--- config.mk ---
export PLATFORM = sky130hd
export DESIGN_NAME = percent_decoder
export DESIGN_NICKNAME = d
export VERILOG_FILES = /design/src/hw/rtl/pct_pkg.sv /design/src/hw/rtl/percent_decoder.sv /design/src/hw/rtl/pct_front.sv /design/src/hw/rtl/pct_fifo.sv /design/src/hw/rtl/pct_back.sv
export SDC_FILE = /design/constraint.sdc
export NUM_CORES = 1
export LEC_CHECK = 0
export BUFFER_PORTS_ARGS = -buffer_cell sky130_fd_sc_hd__buf_2
export CORE_ASPECT_RATIO = 1.1
export CORE_UTILIZATION = 50
export DETAILED_ROUTE_END_ITERATION = 16
export PLACE_DENSITY = 0.67
export SLEW_MARGIN = 10
export SYNTH_ARGS = -nofsm -noshare
export SYNTH_HDL_FRONTEND = slang
export SYNTH_HIERARCHICAL = 1
export SYNTH_SLANG_ARGS = --single-unit
--- constraint.sdc ---
create_clock -name aclk -period 5.2 [get_ports aclk]
set_input_delay 0.52 -clock aclk [delete_from_list [all_inputs] [get_ports aclk]]
set_output_delay 0.52 -clock aclk [all_outputs]
set_load 0.05 [all_outputs]
--- src/hw/rtl/pct_pkg.sv ---
package pct_pkg;

    localparam int MAX_RESULTS = 3;
    localparam int IDX_W       = 2;
    localparam int FIFO_DEPTH  = 4;
    localparam int PTR_W       = $clog2(FIFO_DEPTH);
    localparam int CNT_W       = $clog2(FIFO_DEPTH + 1);

    typedef logic [7:0] byte_t;

    // The decoded bytes that one input word causes, first byte at index 0.
    typedef struct packed {
        byte_t [MAX_RESULTS-1:0] bytes;
        logic  [IDX_W-1:0]       count;
        logic                    last;
    } pct_entry_t;

    typedef struct packed {
        logic empty;
        logic full;
    } pct_fifo_stat_t;

endpackage

--- src/hw/rtl/percent_decoder.sv ---
// An accepted word is written into the queue; its first decoded byte is then registered onto m_.
// Throughput: one input word per cycle while the four-entry queue has room; the output stage
// sends one decoded byte per cycle while m_ready is high, so a word that yields two or three
// bytes holds that stage until all are sent. Words that only open or extend an escape push no entry.
// Reset (aresetn low, synchronous) clears the escape state, empties the queue and drops m_valid.
module percent_decoder (
    input  logic       aclk,
    input  logic       aresetn,
    input  logic       s_valid,
    output logic       s_ready,
    input  logic [7:0] s_in_byte,
    input  logic       s_in_last,
    output logic       m_valid,
    input  logic       m_ready,
    output logic [7:0] m_out_byte,
    output logic       m_run_end,
    output logic       m_message_end
);
    import pct_pkg::*;

    pct_fifo_stat_t stat;
    pct_entry_t     push_entry;
    pct_entry_t     head_entry;
    logic           push;
    logic           pop;

    pct_front u_front (
        .aclk       (aclk),
        .aresetn    (aresetn),
        .s_valid    (s_valid),
        .s_ready    (s_ready),
        .s_in_byte  (s_in_byte),
        .s_in_last  (s_in_last),
        .stat       (stat),
        .push       (push),
        .push_entry (push_entry)
    );

    pct_fifo u_fifo (
        .aclk       (aclk),
        .aresetn    (aresetn),
        .push       (push),
        .push_entry (push_entry),
        .pop        (pop),
        .head_entry (head_entry),
        .stat       (stat)
    );

    pct_back u_back (
        .aclk          (aclk),
        .aresetn       (aresetn),
        .head_entry    (head_entry),
        .stat          (stat),
        .pop           (pop),
        .m_valid       (m_valid),
        .m_ready       (m_ready),
        .m_out_byte    (m_out_byte),
        .m_run_end     (m_run_end),
        .m_message_end (m_message_end)
    );

endmodule

--- src/hw/rtl/pct_front.sv ---
module pct_front (
    input  logic                    aclk,
    input  logic                    aresetn,
    input  logic                    s_valid,
    output logic                    s_ready,
    input  logic [7:0]              s_in_byte,
    input  logic                    s_in_last,
    input  pct_pkg::pct_fifo_stat_t stat,
    output logic                    push,
    output pct_pkg::pct_entry_t     push_entry
);
    import pct_pkg::*;

    localparam byte_t CH_PLUS  = 8'h2B;
    localparam byte_t CH_PCT   = 8'h25;
    localparam byte_t CH_SPACE = 8'h20;
    localparam byte_t CH_0     = 8'h30;
    localparam byte_t CH_9     = 8'h39;
    localparam byte_t CH_LA    = 8'h61;
    localparam byte_t CH_LF    = 8'h66;
    localparam byte_t CH_UA    = 8'h41;
    localparam byte_t CH_UF    = 8'h46;

    typedef enum logic [1:0] {
        PH_IDLE  = 2'd0,
        PH_PCT   = 2'd1,
        PH_DIGIT = 2'd2
    } phase_t;

    phase_t phase_reg, phase_next;
    byte_t  held_reg, held_next;
    logic   accept;

    function automatic logic is_hex(input byte_t c);
        return c inside {[CH_0:CH_9], [CH_LA:CH_LF], [CH_UA:CH_UF]};
    endfunction

    // Digits keep their value in the low nibble; both letter ranges sit at one past a nibble
    // boundary, so adding nine gives ten for the first letter.
    function automatic logic [3:0] hex_value(input byte_t c);
        return (c <= CH_9) ? c[3:0] : c[3:0] + 4'd9;
    endfunction

    assign s_ready = !stat.full;
    assign accept  = s_valid && s_ready;

    always_comb begin
        pct_entry_t       ent;
        logic [IDX_W-1:0] cnt;
        logic             from_idle;
        ent        = '0;
        cnt        = '0;
        from_idle  = 1'b0;
        phase_next = phase_reg;
        held_next  = held_reg;
        case (phase_reg)
            PH_PCT: begin
                if (is_hex(s_in_byte)) begin
                    held_next  = s_in_byte;
                    phase_next = PH_DIGIT;
                end else begin
                    ent.bytes[cnt] = CH_PCT;
                    cnt            = cnt + 1'b1;
                    phase_next     = PH_IDLE;
                    from_idle      = 1'b1;
                end
            end
            PH_DIGIT: begin
                if (is_hex(s_in_byte)) begin
                    ent.bytes[cnt] = {hex_value(held_reg), hex_value(s_in_byte)};
                    cnt            = cnt + 1'b1;
                end else begin
                    ent.bytes[cnt] = CH_PCT;
                    cnt            = cnt + 1'b1;
                    ent.bytes[cnt] = held_reg;
                    cnt            = cnt + 1'b1;
                    from_idle      = 1'b1;
                end
                phase_next = PH_IDLE;
                held_next  = '0;
            end
            default: begin
                phase_next = PH_IDLE;
                from_idle  = 1'b1;
            end
        endcase
        if (from_idle) begin
            if (s_in_byte == CH_PLUS) begin
                ent.bytes[cnt] = CH_SPACE;
                cnt            = cnt + 1'b1;
            end else if (s_in_byte == CH_PCT) begin
                phase_next = PH_PCT;
            end else begin
                ent.bytes[cnt] = s_in_byte;
                cnt            = cnt + 1'b1;
            end
        end
        // An escape still open at the end of the message goes out literally.
        if (s_in_last) begin
            if (phase_next == PH_PCT) begin
                ent.bytes[cnt] = CH_PCT;
                cnt            = cnt + 1'b1;
            end else if (phase_next == PH_DIGIT) begin
                ent.bytes[cnt] = CH_PCT;
                cnt            = cnt + 1'b1;
                ent.bytes[cnt] = held_next;
                cnt            = cnt + 1'b1;
            end
            phase_next = PH_IDLE;
            held_next  = '0;
        end
        ent.count  = cnt;
        ent.last   = s_in_last;
        push_entry = ent;
        push       = accept && (cnt != '0);
    end

    always_ff @(posedge aclk) begin
        if (!aresetn) begin
            phase_reg <= PH_IDLE;
            held_reg  <= '0;
        end else if (accept) begin
            phase_reg <= phase_next;
            held_reg  <= held_next;
        end
    end

endmodule

--- src/hw/rtl/pct_fifo.sv ---
module pct_fifo (
    input  logic                    aclk,
    input  logic                    aresetn,
    input  logic                    push,
    input  pct_pkg::pct_entry_t     push_entry,
    input  logic                    pop,
    output pct_pkg::pct_entry_t     head_entry,
    output pct_pkg::pct_fifo_stat_t stat
);
    import pct_pkg::*;

    pct_entry_t       mem_reg [FIFO_DEPTH];
    logic [PTR_W-1:0] wr_ptr_reg, wr_ptr_next;
    logic [PTR_W-1:0] rd_ptr_reg, rd_ptr_next;
    logic [CNT_W-1:0] count_reg, count_next;

    function automatic logic [PTR_W-1:0] ptr_inc(input logic [PTR_W-1:0] p);
        return (p == PTR_W'(FIFO_DEPTH - 1)) ? '0 : p + 1'b1;
    endfunction

    assign head_entry = mem_reg[rd_ptr_reg];
    assign stat.empty = (count_reg == '0);
    assign stat.full  = (count_reg == CNT_W'(FIFO_DEPTH));

    always_comb begin
        wr_ptr_next = push ? ptr_inc(wr_ptr_reg) : wr_ptr_reg;
        rd_ptr_next = pop ? ptr_inc(rd_ptr_reg) : rd_ptr_reg;
        count_next  = count_reg + CNT_W'(push) - CNT_W'(pop);
    end

    always_ff @(posedge aclk) begin
        if (!aresetn) begin
            wr_ptr_reg <= '0;
            rd_ptr_reg <= '0;
            count_reg  <= '0;
        end else begin
            wr_ptr_reg <= wr_ptr_next;
            rd_ptr_reg <= rd_ptr_next;
            count_reg  <= count_next;
        end
    end

    always_ff @(posedge aclk) begin
        if (push) begin
            mem_reg[wr_ptr_reg] <= push_entry;
        end
    end

endmodule

--- src/hw/rtl/pct_back.sv ---
module pct_back (
    input  logic                    aclk,
    input  logic                    aresetn,
    input  pct_pkg::pct_entry_t     head_entry,
    input  pct_pkg::pct_fifo_stat_t stat,
    output logic                    pop,
    output logic                    m_valid,
    input  logic                    m_ready,
    output logic [7:0]              m_out_byte,
    output logic                    m_run_end,
    output logic                    m_message_end
);
    import pct_pkg::*;

    logic [IDX_W-1:0] idx_reg, idx_next;
    logic             m_valid_reg, m_valid_next;
    byte_t            out_byte_reg, out_byte_next;
    logic             run_end_reg, run_end_next;
    logic             msg_end_reg, msg_end_next;
    logic             load;
    logic             is_final;

    assign load     = !m_valid_reg || m_ready;
    assign is_final = (idx_reg == head_entry.count - 1'b1);
    assign pop      = load && !stat.empty && is_final;

    always_comb begin
        idx_next      = idx_reg;
        m_valid_next  = m_valid_reg;
        out_byte_next = out_byte_reg;
        run_end_next  = run_end_reg;
        msg_end_next  = msg_end_reg;
        if (load) begin
            m_valid_next = !stat.empty;
            if (!stat.empty) begin
                out_byte_next = head_entry.bytes[idx_reg];
                run_end_next  = is_final;
                msg_end_next  = is_final && head_entry.last;
                idx_next      = is_final ? '0 : idx_reg + 1'b1;
            end
        end
    end

    always_ff @(posedge aclk) begin
        if (!aresetn) begin
            idx_reg     <= '0;
            m_valid_reg <= 1'b0;
        end else begin
            idx_reg     <= idx_next;
            m_valid_reg <= m_valid_next;
        end
    end

    always_ff @(posedge aclk) begin
        out_byte_reg <= out_byte_next;
        run_end_reg  <= run_end_next;
        msg_end_reg  <= msg_end_next;
    end

    assign m_valid       = m_valid_reg;
    assign m_out_byte    = out_byte_reg;
    assign m_run_end     = run_end_reg;
    assign m_message_end = msg_end_reg;

endmodule

After elaboration in Yosys (flattened, before gate mapping)
Memories as Yosys holds them, arrays and structs flattened. A register that Yosys moved wholly into a read port is not among the register bits.
Index checks and enable logic that the tools add are counted.

word-level totals
  register bits = 30
  RAM bits = 108
  output and inout bits = 12
  word-level logic and storage cells = 123
  memories = 1

memory list
  memory          words  width  rd ports  clocked after Yosys merged registers in  wr ports  RTL line        text
  u_fifo.mem_reg  4      27     1         1                                        1         pct_fifo.sv:12  pct_entry_t mem_reg [FIFO_DEPTH];

cells by class
  add/sub/neg operators = 11
  magnitude comparators = 14
  equal/unequal tests = 10
  multiplexer cells = 50
  bitwise logic cells = 7
  reduce and logical (&&, ||, !) cells = 20

operator list
  cell                   number
  $mux W24               6
  $mux W8                9
  $bwmux W24             2
  $demux W8 S2           3
  $mux W2                18
  $pmux W8 S2            2
  $and A14 B21 Y21       1
  $not A21 Y21           1
  $bmux W8 S2            1
  $eq A8 B6 Y1 const B   2
  $ge A8 B7 Y1 const B   2
  $le A8 B6 Y1 const B   2
  $le A8 B7 Y1 const B   2
  $and A15 B15 Y15       1
  $not A15 Y15           1
  $add A2 B1 Y2 const B  6
  $lt A2 B3 Y1 const B   4
  $logic_and A1 B1 Y1    11
  $or A9 B9 Y9           1
  $add A4 B4 Y4 const B  2
  $eq A2 B2 Y1 const B   4
  $ge A8 B6 Y1 const B   1
  $mux W4                2
  $ge A2 B1 Y1 const B   3
  18 further kinds       25

Longest topological paths before layout
  word-level depth = 19
  depth in mapped cells = 17
  gate-level depth less buffers = 16

Modules after synthesis
Netlist, hierarchy kept.

modules (own cells, without submodules)
  module     times used  cells an instance  area each (um2)  seq. area each (um2)
  pct_fifo   1           185                4401.7           3423.3
  pct_front  1           285                2013.2           200.2
  pct_back   1           63                 661.9            360.3

Worst setup path before layout
OpenSTA, ideal clock, no wires.

  path kind = input to register
  from = input s_in_byte[1]
  to = memory u_fifo/mem_reg[0][0] (netlist bit), enable pin
  arrival = 4.205 ns
  path slack = 0.609 ns
  stages on the path = 14
  buffers on the path = 1
  path through = inv_1 > ha_1 > o21bai_1 > a2111oi_0 > nor2_1 > clkbuf_1 > nand2_1 > ha_1 > a31oi_2 > ha_1 > o32ai_1 > a22oi_1 > a221o_1 > and2_1

RTL lines
  element          RTL line               text
  start, declared  percent_decoder.sv:11  input logic [7:0] s_in_byte,
  end, declared    pct_fifo.sv:12

==> impl_metrics.tcl <==
set metrics [dict create \
    run_status "finished, final reports clean" \
    cp_data_required_time_ns 5.55 \
    numCtsBuffers 17 \
    port_buffers 24 \
    cts.clk_slew.worst_paths_ns 0.06 \
    worstSkewPairLatency_ns 0.41 \
    gpl.final_weighted_congestion 0.997 \
    die-height_um 127 \
    grt_setup_unrepaired "false" \
    die_area_um2 14600 \
    drive_gt1_frac 0.186 \
    synth_simple_gate_area_share 0.106 \
    vdd.ir_drop.worst_mv 0.261 \
    ys_seq_elements 140 \
    hold-worst-slack_ns 0.455 \
    drt-initial-drc-count 379 \
    hold-path-cell-count 3 \
    synthesis.area_um2 7080 \
    reg2reg_from "u_front/phase_reg[0]$_SDFFE_PN0P_" \
    clk_path_buf_depth 2 \
    p_total_mw 3.43 \
    cts-hold-fix-buffers 0 \
    finish.net_count 608 \
    floorplan_row_count 45 \
    crit_arrival_ns 5.12 \
    synth-compound-area-share 0.126 \
    hp-class "in -> reg" \
    drtAntennaViolNets 0 \
    min_delay_worst_endpoint "u_back/m_valid$_SDFFE_PN0N_" \
    postSynthCellCount 533 \
    largest_register_ffs 108 \
    max_cap_violations 0 \
    yosys-mux-area-fraction 0.109 \
    antenna_diode_count 0 \
    synth_enable_flop_cells 118 \
    root_buffer "sky130_fd_sc_hd__clkbuf_16" \
    max_transition_viols_final 0 \
    startpoint_type "input port" \
    cellLeakagePower_nw 2.84 \
    totalNegativeSetupSlack_ns 0 \
    clock_sinks 140 \
    post_cts_resized 0 \
    grt_pass1_vias 4797 \
    syn_nets 572 \
    cts_setup_buffers 0 \
    routed_wl_um 17400 \
    timing_worst_setup_path_type "in -> reg" \
    dr.pass1.iters 5 \
    maximum_clock_rate_ghz 0.210 \
    r2r_slack_ns 0.75 \
    post-route-min-period_ns 4.77 \
    actual_slew_at_the_worst_max_slew_pin_ns 1.01 \
    initial_utilization 0.513 \
    antenna_found_initial 0 \
    p_seq_frac 0.427 \
    synth-xor-area-share 0.0108 \
    grt_max_degree 28 \
    gr-total-overflow 0 \
    ys_async_rst_share 0 \
    max-slew-margin-rel 0.322 \
    drcViolationCount 0 \
    setup_crit_end_kind "flop" \
    worstPathMaxFanout 8 \
    gr-usage-all-layers 0.258 \
    place_hpwl_um 12000 \
    pwr_density_cell_nw_per_um2 427 \
    regToRegEndpoint "u_fifo/count_reg[2]$_SDFF_PN0_" \
    netSwitchingPower_mw 1.05 \
    fin_worst_skew_ns 0.00914 \
    first_pass_grt_wire_length_um 27200 \
    ys_dominant_reg_cell "sky130_fd_sc_hd__edfxtp_1" \
    syn2layout_area_growth_pct 13.3 \
    wl_per_cell_um 22.6 \
    synth_top_family_by_area "compound AO/OA/AOI/OAI gates" \
    num_io_pins 25 \
    rr_worst_depth 14 \
    power.combinational.fraction 0.252 \
    timing.final.crit_share 0.918 \
    avgSynthCellArea_um2 13.3 \
    power.internal_mw 2.38 \
    worstHoldStart "m_ready" \
    yosysWarnings 6 \
    synth.distinct_cells 73 \
    core-area_um2 13800 \
    count_of_final_setup_violators 0 \
    synth-adder-area-share 0.0470 \
    power.clock.fraction 0.321 \
    synth.yosys.seq_area_share 0.563 \
    clock_tree.htree_level_count 4 \
    tritoncts "done" \
    final_hold_violation_count 0 \
    switching_share 0.306 \
    route.detailed.vias_per_inst 6.19 \
    die_wd_um 115 \
    routed-via-count 4766 \
]
[final cells by class]
type / count / area, um2
Inverter: 29 / 109
Timing Repair Buffer: 44 / 320
Tap cell: 188 / 235
Sequential cell: 140 / 3990
Clock buffer: 17 / 425
Fill cell: 1102 / 5780
Clock inverter: 15 / 124
Multi-Input combinational cell: 337 / 2820
[worst max-delay path by stage]
| stage | from | to | cells after the start |
|---|---|---|---|
| global placement | s_in_byte[0] | u_fifo/count_reg[2]$_SDFF_PN0_ | 17 |
| floorplan | s_in_byte[1] | u_fifo/mem_reg[0][0]$_DFFE_PP_ | 14 |
| detailed placement | s_in_byte[0] | u_fifo/count_reg[2]$_SDFF_PN0_ | 17 |
| global route | s_in_byte[0] | u_fifo/count_reg[2]$_SDFF_PN0_ | 17 |
| CTS | s_in_byte[0] | u_fifo/count_reg[2]$_SDFF_PN0_ | 17 |
| finish | s_in_byte[1] | u_fifo/count_reg[2]$_SDFF_PN0_ | 17 |
[through the flow]
step	cells	setup WS [ns]	area [um2]	util
floorplan	533	0.609	7080	-
global placement	738	0.259	7470	0.541
detailed placement	738	0.0527	7470	0.541
CTS	770	0.486	8020	0.581
global route	770	0.166	8020	0.581
finish	770	0.427	8020	0.581
[layout by cell type (no fill, tap or decap), types with 14 or more instances in the layout]
cell type and instances:
sky130_fd_sc_hd__a21oi_1 20, sky130_fd_sc_hd__buf_2 24, sky130_fd_sc_hd__buf_4 16, sky130_fd_sc_hd__clkbuf_16 17, sky130_fd_sc_hd__dfxtp_1 21, sky130_fd_sc_hd__edfxtp_1 118, sky130_fd_sc_hd__ha_1 25, sky130_fd_sc_hd__inv_1 29
sky130_fd_sc_hd__mux2i_1 14, sky130_fd_sc_hd__mux4_2 20, sky130_fd_sc_hd__nand2_1 31, sky130_fd_sc_hd__nor2_1 24, sky130_fd_sc_hd__o21ai_0 15
[layer usage]
metal | global-route usage | share of wire | up-vias
met1 | 0.326 | 0.42 | 2345
met5 | 0 | 0 | -
met2 | 0.420 | 0.48 | 199
met4 | 0.140 | 0.047 | 0
met3 | 0.0440 | 0.052 | 56
li1 | - | - | 2166
[cell families (layout without fill, tap and decap cells)]
family | count (synthesis) | count (layout)
multiplexers | 41 | 41
XOR/XNOR | 7 | 7
buffers and inverters | 56 | 105
flip-flops | 140 | 140
adder cells (fa/ha/maj) | 26 | 26
AND/OR/NAND/NOR | 138 | 138
AO/OA/AOI/OAI | 125 | 125
[cells in the mapped netlist, drive strengths merged, types with 12 or more instances]
cell type | n | share of area
and2 | 12 | 0.011
edfxtp | 118 | 0.50
ha | 25 | 0.044
mux4 | 27 | 0.090
mux2i | 14 | 0.020
nor2 | 24 | 0.013
a21oi | 21 | 0.016
nand2 | 31 | 0.016
clkbuf | 15 | 0.0083
o21ai | 26 | 0.018
inv | 29 | 0.015
buf | 12 | 0.015
dfxtp | 22 | 0.062
[critical path: stages]
cell,delay [ns]
sky130_fd_sc_hd__buf_2,0.16
sky130_fd_sc_hd__inv_1,0.11
sky130_fd_sc_hd__ha_1,0.26
sky130_fd_sc_hd__nor3b_1,0.48
sky130_fd_sc_hd__nor4_1,0.18
sky130_fd_sc_hd__nor2_1,0.38
sky130_fd_sc_hd__nand2_1,0.17
sky130_fd_sc_hd__ha_1,0.33
sky130_fd_sc_hd__a31oi_2,0.16
sky130_fd_sc_hd__ha_1,0.28
sky130_fd_sc_hd__o32ai_1,0.32
sky130_fd_sc_hd__a22oi_1,0.22
sky130_fd_sc_hd__a221o_1,0.46
sky130_fd_sc_hd__ha_1,0.25
sky130_fd_sc_hd__fa_1,0.39
sky130_fd_sc_hd__xor3_1,0.36
sky130_fd_sc_hd__nor2_1,0.09
[power by group through the flow]
stage / Clock (mW) / Combinational [mW] / Sequential [mW]
2_1_floorplan: 0 / 0.585 / 1.59
6_report: 1.10 / 0.863 / 1.46
3_5_place_dp: 0 / 0.865 / 1.49
3_3_place_gp: 0 / 0.848 / 1.48
4_1_cts: 1.11 / 0.871 / 1.47
5_1_grt: 1.16 / 0.934 / 1.48
(Power assumes the default switching activity.)
